$ cat src/rtl/core/crc8rx_pkg.sv
`default_nettype none

package crc8rx_pkg;

    // Field widths fixed by the frame format.
    localparam int BYTE_W  = 8;
    localparam int ANGLE_W = 16;
    localparam int DIV_CNT_W = $clog2(ANGLE_W);

    // CRC-8 generator polynomial x^8 + x^2 + x + 1, MSB first.
    localparam logic [7:0] CRC_POLY = 8'h07;

    // Frame byte positions; zero means no frame in progress.
    localparam int POS_IDLE      = 0;
    localparam int POS_HEADER    = 1;
    localparam int POS_ANGLE_HI  = 2;
    localparam int POS_ANGLE_LO  = 3;
    localparam int POS_SPEED     = 4;

    // Register indexes on the configuration port.
    localparam logic [1:0] REG_PREAMBLE   = 2'd0;
    localparam logic [1:0] REG_ANGLE_MAX  = 2'd1;
    localparam logic [1:0] REG_ANGLE_MASK = 2'd2;

    // Register reset values.
    localparam logic [7:0]  PREAMBLE_RST   = 8'h00;
    localparam logic [15:0] ANGLE_MAX_RST  = 16'hFFFF;
    localparam logic [15:0] ANGLE_MASK_RST = 16'hFFFF;

    // One decoded frame handed from the front to the back.
    typedef struct packed {
        logic              frame_ok;
        logic [7:0]        header;
        logic [ANGLE_W-1:0] angle;
        logic [7:0]        speed;
    } job_t;

    // Settings used by the back end.
    typedef struct packed {
        logic [ANGLE_W-1:0] angle_max;
        logic [ANGLE_W-1:0] angle_mask;
    } back_cfg_t;

    // Back end sequencer states.
    typedef enum logic [1:0] {
        BK_IDLE,
        BK_DIV,
        BK_DONE
    } back_state_t;

    // One byte of CRC-8 update, bitwise MSB first.
    function automatic logic [7:0] crc8_step(input logic [7:0] crc, input logic [7:0] b);
        logic [7:0] c;
        c = crc ^ b;
        for (int k = 0; k < 8; k++) begin
            if (c[7]) begin
                c = {c[6:0], 1'b0} ^ CRC_POLY;
            end
            else begin
                c = {c[6:0], 1'b0};
            end
        end
        return c;
    endfunction

endpackage

`default_nettype wire

$ cat src/rtl/core/crc8rx_front.sv
`default_nettype none

module crc8rx_front #(
    parameter int PAYLOAD_BYTES = 3
) (
    input  wire logic               clk,
    input  wire logic               rst_n,
    input  wire logic               byte_valid,
    input  wire logic [7:0]         byte_data,
    input  wire logic               byte_start,
    input  wire logic [7:0]         preamble_value,
    output logic                    job_push,
    output crc8rx_pkg::job_t        job_data
);

    localparam int FRAME_LEN = PAYLOAD_BYTES + 3;
    localparam int POS_W     = $clog2(FRAME_LEN);
    localparam logic [POS_W-1:0] LAST_POS = POS_W'(FRAME_LEN - 1);
    localparam logic [POS_W-1:0] P_IDLE   = POS_W'(crc8rx_pkg::POS_IDLE);
    localparam logic [POS_W-1:0] P_HEADER = POS_W'(crc8rx_pkg::POS_HEADER);
    localparam logic [POS_W-1:0] P_AHI    = POS_W'(crc8rx_pkg::POS_ANGLE_HI);
    localparam logic [POS_W-1:0] P_ALO    = POS_W'(crc8rx_pkg::POS_ANGLE_LO);
    localparam logic [POS_W-1:0] P_SPEED  = POS_W'(crc8rx_pkg::POS_SPEED);

    logic [POS_W-1:0] pos_reg, pos_next;
    logic [7:0]       crc_reg, crc_next;
    logic             pre_ok_reg, pre_ok_next;
    logic [7:0]       header_reg, header_next;
    logic [7:0]       ahi_reg, ahi_next;
    logic [7:0]       alo_reg, alo_next;
    logic [7:0]       speed_reg, speed_next;

    // Control state: position in the frame, preamble result and running CRC.
    always_ff @(posedge clk or negedge rst_n) begin
        if (!rst_n) begin
            pos_reg    <= P_IDLE;
            pre_ok_reg <= 1'b0;
            crc_reg    <= 8'h00;
        end
        else begin
            pos_reg    <= pos_next;
            pre_ok_reg <= pre_ok_next;
            crc_reg    <= crc_next;
        end
    end

    // Captured frame fields.
    always_ff @(posedge clk) begin
        header_reg <= header_next;
        ahi_reg    <= ahi_next;
        alo_reg    <= alo_next;
        speed_reg  <= speed_next;
    end

    // Byte classification and CRC accumulation.
    always_comb begin
        pos_next    = pos_reg;
        crc_next    = crc_reg;
        pre_ok_next = pre_ok_reg;
        header_next = header_reg;
        ahi_next    = ahi_reg;
        alo_next    = alo_reg;
        speed_next  = speed_reg;
        job_push    = 1'b0;

        job_data.frame_ok = pre_ok_reg && (byte_data == crc_reg);
        job_data.header   = header_reg;
        job_data.angle    = {ahi_reg, alo_reg};
        job_data.speed    = speed_reg;

        if (byte_valid) begin
            if (byte_start) begin
                pre_ok_next = (byte_data == preamble_value);
                crc_next    = crc8rx_pkg::crc8_step(8'h00, byte_data);
                pos_next    = P_HEADER;
            end
            else if (pos_reg == P_IDLE) begin
                // A byte outside a frame is dropped.
                pos_next = P_IDLE;
            end
            else if (pos_reg != LAST_POS) begin
                if (pos_reg == P_HEADER) begin
                    header_next = byte_data;
                end
                if (pos_reg == P_AHI) begin
                    ahi_next = byte_data;
                end
                if (pos_reg == P_ALO) begin
                    alo_next = byte_data;
                end
                if (pos_reg == P_SPEED) begin
                    speed_next = byte_data;
                end
                crc_next = crc8rx_pkg::crc8_step(crc_reg, byte_data);
                pos_next = pos_reg + POS_W'(1);
            end
            else begin
                // CRC byte: hand the frame to the back end.
                job_push = 1'b1;
                pos_next = P_IDLE;
            end
        end
    end

endmodule

`default_nettype wire

$ cat src/rtl/core/crc8rx_fifo.sv
`default_nettype none

module crc8rx_fifo (
    input  wire logic              clk,
    input  wire logic              rst_n,
    input  wire logic              push,
    input  wire crc8rx_pkg::job_t  push_data,
    input  wire logic              pop,
    output crc8rx_pkg::job_t       pop_data,
    output logic                   full,
    output logic                   empty
);

    crc8rx_pkg::job_t mem [2];
    logic       wr_ptr_reg, wr_ptr_next;
    logic       rd_ptr_reg, rd_ptr_next;
    logic [1:0] count_reg, count_next;

    // Pointer and fill count updates.
    always_comb begin
        wr_ptr_next = wr_ptr_reg;
        rd_ptr_next = rd_ptr_reg;
        count_next  = count_reg;
        if (push) begin
            wr_ptr_next = ~wr_ptr_reg;
        end
        if (pop) begin
            rd_ptr_next = ~rd_ptr_reg;
        end
        if (push && !pop) begin
            count_next = count_reg + 2'd1;
        end
        else if (pop && !push) begin
            count_next = count_reg - 2'd1;
        end
    end

    always_ff @(posedge clk or negedge rst_n) begin
        if (!rst_n) begin
            wr_ptr_reg <= 1'b0;
            rd_ptr_reg <= 1'b0;
            count_reg  <= 2'd0;
        end
        else begin
            wr_ptr_reg <= wr_ptr_next;
            rd_ptr_reg <= rd_ptr_next;
            count_reg  <= count_next;
        end
    end

    // Entry storage.
    always_ff @(posedge clk) begin
        if (push) begin
            mem[wr_ptr_reg] <= push_data;
        end
    end

    assign pop_data = mem[rd_ptr_reg];
    assign full     = (count_reg == 2'd2);
    assign empty    = (count_reg == 2'd0);

endmodule

`default_nettype wire

$ cat src/rtl/core/crc8rx_back.sv
`default_nettype none

module crc8rx_back (
    input  wire logic                   clk,
    input  wire logic                   rst_n,
    input  wire crc8rx_pkg::back_cfg_t  cfg,
    input  wire logic                   job_empty,
    input  wire crc8rx_pkg::job_t       job_data,
    output logic                        job_pop,
    output logic                        res_valid,
    input  wire logic                   res_ready,
    output crc8rx_pkg::job_t            res_data
);

    localparam int AW = crc8rx_pkg::ANGLE_W;
    localparam int CW = crc8rx_pkg::DIV_CNT_W;
    localparam logic [CW-1:0] LAST_STEP = CW'(AW - 1);

    crc8rx_pkg::back_state_t state_reg, state_next;
    crc8rx_pkg::job_t        job_reg, job_next;
    crc8rx_pkg::job_t        out_reg, out_next;
    logic [AW-1:0]           rem_reg, rem_next;
    logic [AW-1:0]           dvd_reg, dvd_next;
    logic [CW-1:0]           cnt_reg, cnt_next;
    logic                    out_valid_reg, out_valid_next;
    logic [AW:0]             shifted;
    logic [AW:0]             diff;

    always_ff @(posedge clk or negedge rst_n) begin
        if (!rst_n) begin
            state_reg     <= crc8rx_pkg::BK_IDLE;
            cnt_reg       <= '0;
            out_valid_reg <= 1'b0;
        end
        else begin
            state_reg     <= state_next;
            cnt_reg       <= cnt_next;
            out_valid_reg <= out_valid_next;
        end
    end

    always_ff @(posedge clk) begin
        job_reg <= job_next;
        out_reg <= out_next;
        rem_reg <= rem_next;
        dvd_reg <= dvd_next;
    end

    // One restoring division step per cycle, then mask into the output register.
    always_comb begin
        state_next     = state_reg;
        job_next       = job_reg;
        out_next       = out_reg;
        rem_next       = rem_reg;
        dvd_next       = dvd_reg;
        cnt_next       = cnt_reg;
        out_valid_next = out_valid_reg;
        job_pop        = 1'b0;

        shifted = {rem_reg, dvd_reg[AW-1]};
        diff    = shifted - {1'b0, cfg.angle_max};

        if (out_valid_reg && res_ready) begin
            out_valid_next = 1'b0;
        end

        case (state_reg)
            crc8rx_pkg::BK_IDLE: begin
                if (!job_empty) begin
                    job_pop  = 1'b1;
                    job_next = job_data;
                    cnt_next = '0;
                    if (cfg.angle_max == '0) begin
                        // Zero modulus leaves the angle unreduced.
                        rem_next   = job_data.angle;
                        state_next = crc8rx_pkg::BK_DONE;
                    end
                    else begin
                        rem_next   = '0;
                        dvd_next   = job_data.angle;
                        state_next = crc8rx_pkg::BK_DIV;
                    end
                end
            end
            crc8rx_pkg::BK_DIV: begin
                rem_next = diff[AW] ? shifted[AW-1:0] : diff[AW-1:0];
                dvd_next = {dvd_reg[AW-2:0], 1'b0};
                cnt_next = cnt_reg + CW'(1);
                if (cnt_reg == LAST_STEP) begin
                    state_next = crc8rx_pkg::BK_DONE;
                end
            end
            crc8rx_pkg::BK_DONE: begin
                if (!out_valid_reg || res_ready) begin
                    out_next       = job_reg;
                    out_next.angle = rem_reg & cfg.angle_mask;
                    out_valid_next = 1'b1;
                    state_next     = crc8rx_pkg::BK_IDLE;
                end
            end
            default: begin
                state_next = crc8rx_pkg::BK_IDLE;
            end
        endcase
    end

    assign res_valid = out_valid_reg;
    assign res_data  = out_reg;

endmodule

`default_nettype wire

$ cat src/rtl/core/crc8_request_frame_receiver.sv
// Accepts one frame byte per cycle whenever the two-entry frame queue has room.
// After the CRC byte transfer, the frame is queued; the back end dequeues it, runs
// 16 restoring-division steps for the modulo (none for zero modulus), then masks.
// The division sequencer takes one frame at a time; later frames wait in the queue.
// Reset (rst_n low, asynchronous) clears frame tracking, the queue and the output,
// and returns the registers to preamble 0, angle_max 65535, angle_mask 65535.
`default_nettype none

module crc8_request_frame_receiver #(
    parameter int PAYLOAD_BYTES = 3
) (
    input  wire logic        clk,
    input  wire logic        rst_n,
    // Byte stream in.
    input  wire logic        s_tvalid,
    output logic             s_tready,
    input  wire logic [7:0]  s_tdata,   // [7:0] rx_byte
    input  wire logic        s_tuser,   // [0] frame_start
    // Frame results out.
    output logic             m_tvalid,
    input  wire logic        m_tready,
    output logic [31:0]      m_tdata,   // [3:0] node_address, [7:4] request_code,
                                        // [23:8] reduced angle, [31:24] speed_value
    output logic             m_tuser,   // [0] frame_ok
    // Configuration.
    input  wire logic        psel,
    input  wire logic        penable,
    input  wire logic        pwrite,
    input  wire logic [3:0]  paddr,
    input  wire logic [31:0] pwdata,
    output logic [31:0]      prdata,
    output logic             pready
);

    logic [7:0]  preamble_reg;
    logic [15:0] angle_max_reg;
    logic [15:0] angle_mask_reg;
    logic        cfg_wr;

    logic                  job_push;
    logic                  job_pop;
    logic                  job_full;
    logic                  job_empty;
    crc8rx_pkg::job_t      front_job;
    crc8rx_pkg::job_t      queue_job;
    crc8rx_pkg::job_t      res_job;
    crc8rx_pkg::back_cfg_t back_cfg;

    // Configuration registers.
    assign pready = 1'b1;
    assign cfg_wr = psel && penable && pwrite && pready;

    always_ff @(posedge clk or negedge rst_n) begin
        if (!rst_n) begin
            preamble_reg   <= crc8rx_pkg::PREAMBLE_RST;
            angle_max_reg  <= crc8rx_pkg::ANGLE_MAX_RST;
            angle_mask_reg <= crc8rx_pkg::ANGLE_MASK_RST;
        end
        else if (cfg_wr) begin
            case (paddr[3:2])
                crc8rx_pkg::REG_PREAMBLE:   preamble_reg   <= pwdata[7:0];
                crc8rx_pkg::REG_ANGLE_MAX:  angle_max_reg  <= pwdata[15:0];
                crc8rx_pkg::REG_ANGLE_MASK: angle_mask_reg <= pwdata[15:0];
                default: begin
                end
            endcase
        end
    end

    // Register read back.
    always_comb begin
        case (paddr[3:2])
            crc8rx_pkg::REG_PREAMBLE:   prdata = {24'd0, preamble_reg};
            crc8rx_pkg::REG_ANGLE_MAX:  prdata = {16'd0, angle_max_reg};
            crc8rx_pkg::REG_ANGLE_MASK: prdata = {16'd0, angle_mask_reg};
            default:                    prdata = 32'd0;
        endcase
    end

    assign back_cfg.angle_max  = angle_max_reg;
    assign back_cfg.angle_mask = angle_mask_reg;

    // Byte intake stalls only while the frame queue is full.
    assign s_tready = !job_full;

    crc8rx_front #(
        .PAYLOAD_BYTES (PAYLOAD_BYTES)
    ) u_front (
        .clk            (clk),
        .rst_n          (rst_n),
        .byte_valid     (s_tvalid && s_tready),
        .byte_data      (s_tdata),
        .byte_start     (s_tuser),
        .preamble_value (preamble_reg),
        .job_push       (job_push),
        .job_data       (front_job)
    );

    crc8rx_fifo u_fifo (
        .clk       (clk),
        .rst_n     (rst_n),
        .push      (job_push),
        .push_data (front_job),
        .pop       (job_pop),
        .pop_data  (queue_job),
        .full      (job_full),
        .empty     (job_empty)
    );

    crc8rx_back u_back (
        .clk       (clk),
        .rst_n     (rst_n),
        .cfg       (back_cfg),
        .job_empty (job_empty),
        .job_data  (queue_job),
        .job_pop   (job_pop),
        .res_valid (m_tvalid),
        .res_ready (m_tready),
        .res_data  (res_job)
    );

    // Result packing.
    assign m_tdata = {res_job.speed, res_job.angle, res_job.header[3:0], res_job.header[7:4]};
    assign m_tuser = res_job.frame_ok;

endmodule

`default_nettype wire

$ cat config.mk
export PLATFORM = sky130hd
export DESIGN_NAME = crc8_request_frame_receiver
export DESIGN_NICKNAME = d
export VERILOG_FILES = /design/src/rtl/core/crc8rx_pkg.sv /design/src/rtl/core/crc8rx_front.sv /design/src/rtl/core/crc8rx_fifo.sv /design/src/rtl/core/crc8rx_back.sv /design/src/rtl/core/crc8_request_frame_receiver.sv
export SDC_FILE = /design/constraint.sdc
export NUM_CORES = 1
export LEC_CHECK = 0
export BUFFER_PORTS_ARGS = -buffer_cell sky130_fd_sc_hd__buf_2
export CAP_MARGIN = 25
export CELL_PAD_IN_SITES_DETAIL_PLACEMENT = 1
export CELL_PAD_IN_SITES_GLOBAL_PLACEMENT = 1
export CORE_ASPECT_RATIO = 0.8
export CORE_MARGIN = 5
export CORE_UTILIZATION = 52
export DETAILED_ROUTE_END_ITERATION = 8
export GPL_TIMING_DRIVEN = 0
export PLACE_DENSITY_LB_ADDON = 0.1
export SETUP_SLACK_MARGIN = 0.3
export SYNTH_ARGS = -nofsm -noshare
export SYNTH_HDL_FRONTEND = slang
export SYNTH_SLANG_ARGS = --single-unit
$ cat constraint.sdc
create_clock -name clk -period 6.05 [get_ports clk]
set_input_delay 0 -clock clk [delete_from_list [all_inputs] [get_ports clk]]
set_output_delay 0 -clock clk [all_outputs]
set_load 0.01 [all_outputs]
======== Word level (Yosys, flattened, before mapping) ========
Memory sizes are Yosys's and may differ from the RTL's.
Cells that the tools add are included.
word-level totals
  memories kept ........................... 1
  output and inout port bits .............. 68
  register bits after elaboration ......... 177
  word-level logic and storage cells ...... 198
  memory bits (writable) .................. 66
memory list
  memory      words  width  rd ports  clocked after memory_dff  wr ports  RTL line           text
  u_fifo.mem  2      33     1         0                         1         crc8rx_fifo.sv:14  crc8rx_pkg::job_t mem [2];
operators by class
  add/subtract/negate cells ............... 5
  bitwise logic cells ..................... 23
  muxes and demuxes ....................... 92
  reductions and logical operators ........ 34
  equality and inequality tests ........... 18
operators with widths
  cell                count
  $mux 8              45
  $mux 16             5
  $pmux 16 s2         2
  $mux 3              19
  $not 3->3           16
  $pmux 16 s3         1
  $reduce_and 5->1    4
  $sub 17x16->17      1
  $and 16x16->16      1
  $eq 8x8->1          2
  $logic_not 16->1    1
  $reduce_and 2->1    7
  $mux 2              6
  $mux 1              11
  $reduce_and 3->1    3
  $pmux 4 s2          1
  $xor 8x8->8         1
  $logic_and 1x1->1   7
  $eq 2x2->1 const B  3
  $eq 3x2->1 const B  2
  $logic_not 2->1     3
  $ne 2x2->1 const B  3
  $pmux 2 s3          1
  $reduce_bool 2->1   3
  15 further kinds    24

======== Logic depth before layout (Yosys ltp) ========
  word-level depth ........................ 48
  gate-level depth with buffers ........... 11
  mapped depth without buffers ............ 10

======== Cells and area by module ========
A second synthesis with hierarchy kept.
second synthesis, totals
  cells, all modules ...................... 811
  area total of the unflattened synthesis .. 11344.6 µm²
modules (own cells, without submodules)
  module                       cells each  area an instance (µm²)  times used
  crc8rx_back                  346         4230.3                  1
  crc8rx_fifo                  119         2720.1                  1
  crc8rx_front                 199         2387.3                  1
  crc8_request_frame_receiver  147         2006.9                  1

======== Least setup slack after synthesis ========
Ideal clock, no wire load.
  kind .................................... register -> register
  start point ............................. reg u_fifo.count_reg[0]
  end point ............................... mem u_fifo.mem[0][0] (netlist name) (enable)
  clock period less this slack ............ 3.024 ns
  buffers on the path ..................... 1
  data required time ...................... 5.627 ns
  stages on the path, launching flop included .. 6
  setup slack ............................. 3.026 ns
  data arrival time ....................... 2.601 ns
  cell sequence ........................... dfrtp_1 > nand2b_1 > and2_1 > clkbuf_1 > nand4_1 > nor2_1
on the way
  cells in the longest elaborated chain, start to end .. 6
ends and longest elaborated chain
  what                          RTL line                           text
  from (decl)                   crc8rx_fifo.sv:17                  logic [1:0] count_reg, count_next;
  from (signal assigned)        crc8rx_fifo.sv:47                  count_reg <= count_next;
  $eq 2x2->1                    crc8rx_fifo.sv:59                  assign full = (count_reg == 2'd2);
  $logic_not 1->1               crc8_request_frame_receiver.sv:84  assign s_tready = !job_full;
  net s_tready                  crc8_request_frame_receiver.sv:16  output logic s_tready,
  $logic_and 1x1->1             crc8_request_frame_receiver.sv:91  .byte_valid (s_tvalid && s_tready),
  $mux 1                        crc8rx_front.sv:71                 if (byte_valid) begin
  $mux 1                        crc8rx_fifo.sv:53                  if (push) begin
  $mux 1 (not written as such)  crc8rx_fifo.sv:54                  mem[wr_ptr_reg] <= push_data;
  to (decl)                     crc8rx_fifo.sv:14
The timed path passes the listed nets, and every way through them passes these cells.

======== Worst setup path after layout ========
  start point ............................. reg u_back.dvd_reg[15]
  end point ............................... reg u_back.rem_reg[10] (data pin)
on the way
  cells in the longest elaborated chain, start to end .. 3
ends and longest elaborated chain
  what                     RTL line           text
  from (decl)              crc8rx_back.sv:23  logic [AW-1:0] dvd_reg, dvd_next;
  from (signal assigned)   crc8rx_back.sv:46  dvd_reg <= dvd_next;
  $sub 17x16->17           crc8rx_back.sv:61  diff = shifted - {1'b0, cfg.angle_max};
  $mux 16                  crc8rx_back.sv:86  rem_next = diff[AW] ? shifted[AW-1:0] : diff[AW-1:0];
  $pmux 16 s2              crc8rx_back.sv:67  case (state_reg)
  net u_back.rem_next[10]  crc8rx_back.sv:22  logic [AW-1:0] rem_reg, rem_next;
  to (signal assigned)     crc8rx_back.sv:45  rem_reg <= rem_next;
  to (decl)                crc8rx_back.sv:22
The timed path passes the listed nets, and every way through them passes these cells.
A chain may end at the register's enable or synchronous reset.

==> results.ini <==
[outcome]
status=complete, no violations

[clock_tree]
cts_tree=built
clkLatencyLatePin_ns=0.51
cts_resized=0
cts_setup_buffers=0
cts_sinks=243
cts_buffers=25
clock_tree.root_cell=clkbuf_16
clk_pin_slew_ns=0.07
clockBufferDepth=3
postCtsHoldBufs=27
cts_max_level=1

[worst_hold_path]
holdCritPathClass=input port to flop
holdPathEnd=u_front.crc_reg[3]$_DFFE_PN0P_
holdPathStages=3
min_from=s_tuser

[cells_and_area]
largest_reg_flops=66
drive_above_1_share_pct=23.5
fin_nets=1019
fillers=2016
final_cell_mix=edfxtp_1 (180), buf_2 (87), nand2_1 (53), o21ai_0 (46), xnor2_1 (44)
seq_area_um2=7020
multi_input_area_um2=3430
diodes=0
final_common_cell=edfxtp_1
syn2layout_area_growth_pct=19.0

[synth]
synth_edf_count=180
synth_area_leaders=edfxtp_1 (50%), dfstp_2 (7.8%), dfrtp_1 (7.2%), mux2_2 (4.4%), xnor2_1 (3.6%)
yosys_warnings=0
synthCells=788
syn_area_um2=10700
yosys_register_bits=243
ys.flop_type=edfxtp_1
yosys.area.top_type=edfxtp_1
synth.distinct_cells=54
async_flop_share_pct=25.9
yosysTopAreaCellShare_pct=50.4
avgSynthCellArea_um2=13.6
ys_seq_area_share_pct=65.4

[sta]
fin_crit_sh_pct=53.5
timing.fmax_mhz=309
hold_viol_final=0
drv_slew=0
finalSetupViolations=0
worstMarginPinSlew_ns=0.900
finalClockSkew_ns=0.00875
fin_setup_tns_ns=0
rsz0062_at_grt=false
period_minus_slack_ns=3.23
max-slew-margin-rel_pct=40.0
setup_ws_ns=2.82

[detailed_routing]
drtPass1Iterations=5
drc=0
vias_per_cell=5.62
vias=6917
wl_per_cell_um=22.1
ant_nets=0
routed_wl_mm=27.1
drtIter0Drc=386

[global_route]
antenna_found_initial=0
grt_pass1_vias=7752
grt_use_total_pct=23.3
grt_max_degree=64
grt_pass1_wl_mm=43.4
overflow=0

[floorplanning]
initial_utilization_pct=52.4
die_h_um=138
io_pins=120
core_um2=20500
die_w_um=171
num_rows=47
die-area_um2=23600

[critical_path]
timing.rr.start=u_back.dvd_reg[15]$_DFFE_PP_
critPathLaunchType=flop
r2r_end=u_back.rem_reg[10]$_DFFE_PP_
end_kind=flop
rrSetupSlack_ns=2.82
r2r_cells=11
cp_max_fo=10
worstPathRequired_ns=6.29
path_class=flop to flop
worstPathArrival_ns=3.47

[power]
p_sw_share_pct=33.4
clkPwrFrac_pct=26.6
internal_power_w=0.00415
powerDensity_nw_per_um2=488
peakVddDrop_mv=0.298
seq_power_share_pct=40.3
cellLeakagePower_nw=4.93
pwr-share-comb_pct=33.1
p_switching_w=0.00208

[job]
maxCapViolCount=0

[placement]
gp_congestion=0.847
place.port_buffers=83
dp_hpwl_mm=18.8
pre_cts_ws_ns=2.92

-- Yosys cell counts, drive strengths merged (25+ instances only) --
cell type / instances
a21oi: 38
clkbuf: 25
dfrtp: 31
dfstp: 32
edfxtp: 180
mux2: 44
mux2i: 34
nand2: 53
nor2: 39
o21ai: 50
xnor2: 44
-- layer usage --
| layer | part of all wire, % | up-vias | track usage (%) |
|---|---|---|---|
| met5 | 0 | - | 0 |
| met4 | 2.0 | 0 | 5.00 |
| met3 | 4.2 | 47 | 3.08 |
| met2 | 51 | 170 | 39.6 |
| met1 | 43 | 3544 | 32.2 |
| li1 | - | 3156 | - |
-- power by group through the flow --
stage	combinational [W]	clock (W)	sequential [W]
floorplan	0.00151	0	0.00243
global placement	0.00186	0	0.00251
detailed placement	0.00200	0	0.00253
CTS	0.00206	0.00168	0.00251
global route	0.00227	0.00177	0.00254
finish	0.00206	0.00166	0.00251
-- through the flow --
| stage | total power (W) | util [%] | cell area [µm²] | hold slack, ns | cells |
|---|---|---|---|---|---|
| 2_1_floorplan | 0.00394 | - | 10800 | -0.296 | 803 |
| 4_1_cts | 0.00626 | 62.4 | 12800 | 0.0130 | 1231 |
| 6_report | 0.00623 | 62.4 | 12800 | 0.0262 | 1231 |
| 3_3_place_gp | 0.00437 | 56.4 | 11500 | 0.223 | 1155 |
| 3_5_place_dp | 0.00453 | 56.7 | 11600 | 0.174 | 1159 |
| 5_1_grt | 0.00658 | 62.4 | 12800 | 0.0676 | 1231 |
-- worst max-delay path, cell delays in order, from the launching register on --
cell      delay (ns)
edfxtp_1        0.34
inv_1           0.09
ha_1            0.23
fa_1            0.44
nand2b_1        0.20
a21oi_2         0.21
o21ai_2         0.15
o211ai_4        0.26
xor2_4          0.42
buf_6           0.22
mux2i_1         0.27
o22ai_1         0.13
-- worst max-delay path by stage --
stage,endpoint,startpoint,cells after the start,slack (ns)
global route,u_back.rem_reg[10]$_DFFE_PP_,u_back.dvd_reg[15]$_DFFE_PP_,11,2.69
detailed placement,u_back.rem_reg[10]$_DFFE_PP_,u_back.dvd_reg[15]$_DFFE_PP_,11,2.92
global placement,u_fifo.mem[0][3]$_DFFE_PP_,u_fifo.count_reg[0]$_DFFE_PN0P_,5,1.92
floorplan,u_fifo.mem[0][0]$_DFFE_PP_,u_fifo.count_reg[0]$_DFFE_PN0P_,5,3.03
CTS,u_back.rem_reg[10]$_DFFE_PP_,u_back.dvd_reg[15]$_DFFE_PP_,11,2.81
finish,u_back.rem_reg[10]$_DFFE_PP_,u_back.dvd_reg[15]$_DFFE_PP_,11,2.82
-- kinds of logic after synthesis --
kind of cell,after synthesis,synth area share (%)
xor gates and xnor gates,62,5.24
other,2,0.0700
muxes,78,7.79
DFF,243,65.4
AOI/OAI and AO/OA,141,8.06
and+or+nand+nor,166,7.39
buffers and inverters,73,3.25
adders and majority gates,23,2.75
-- final cells by class --
| type | instances | area share [%] |
|---|---|---|
| Buffer | 49 | 2.03 |
| Clock buffer | 33 | 5.29 |
| Clock inverter | 12 | 1.60 |
| Inverter | 24 | 0.706 |
| Multi-Input combinational cell | 487 | 26.9 |
| Sequential cell | 243 | 55.0 |
| Tap cell | 269 | 2.64 |
| Timing Repair Buffer | 114 | 5.84 |
(Power assumes the default switching activity.)
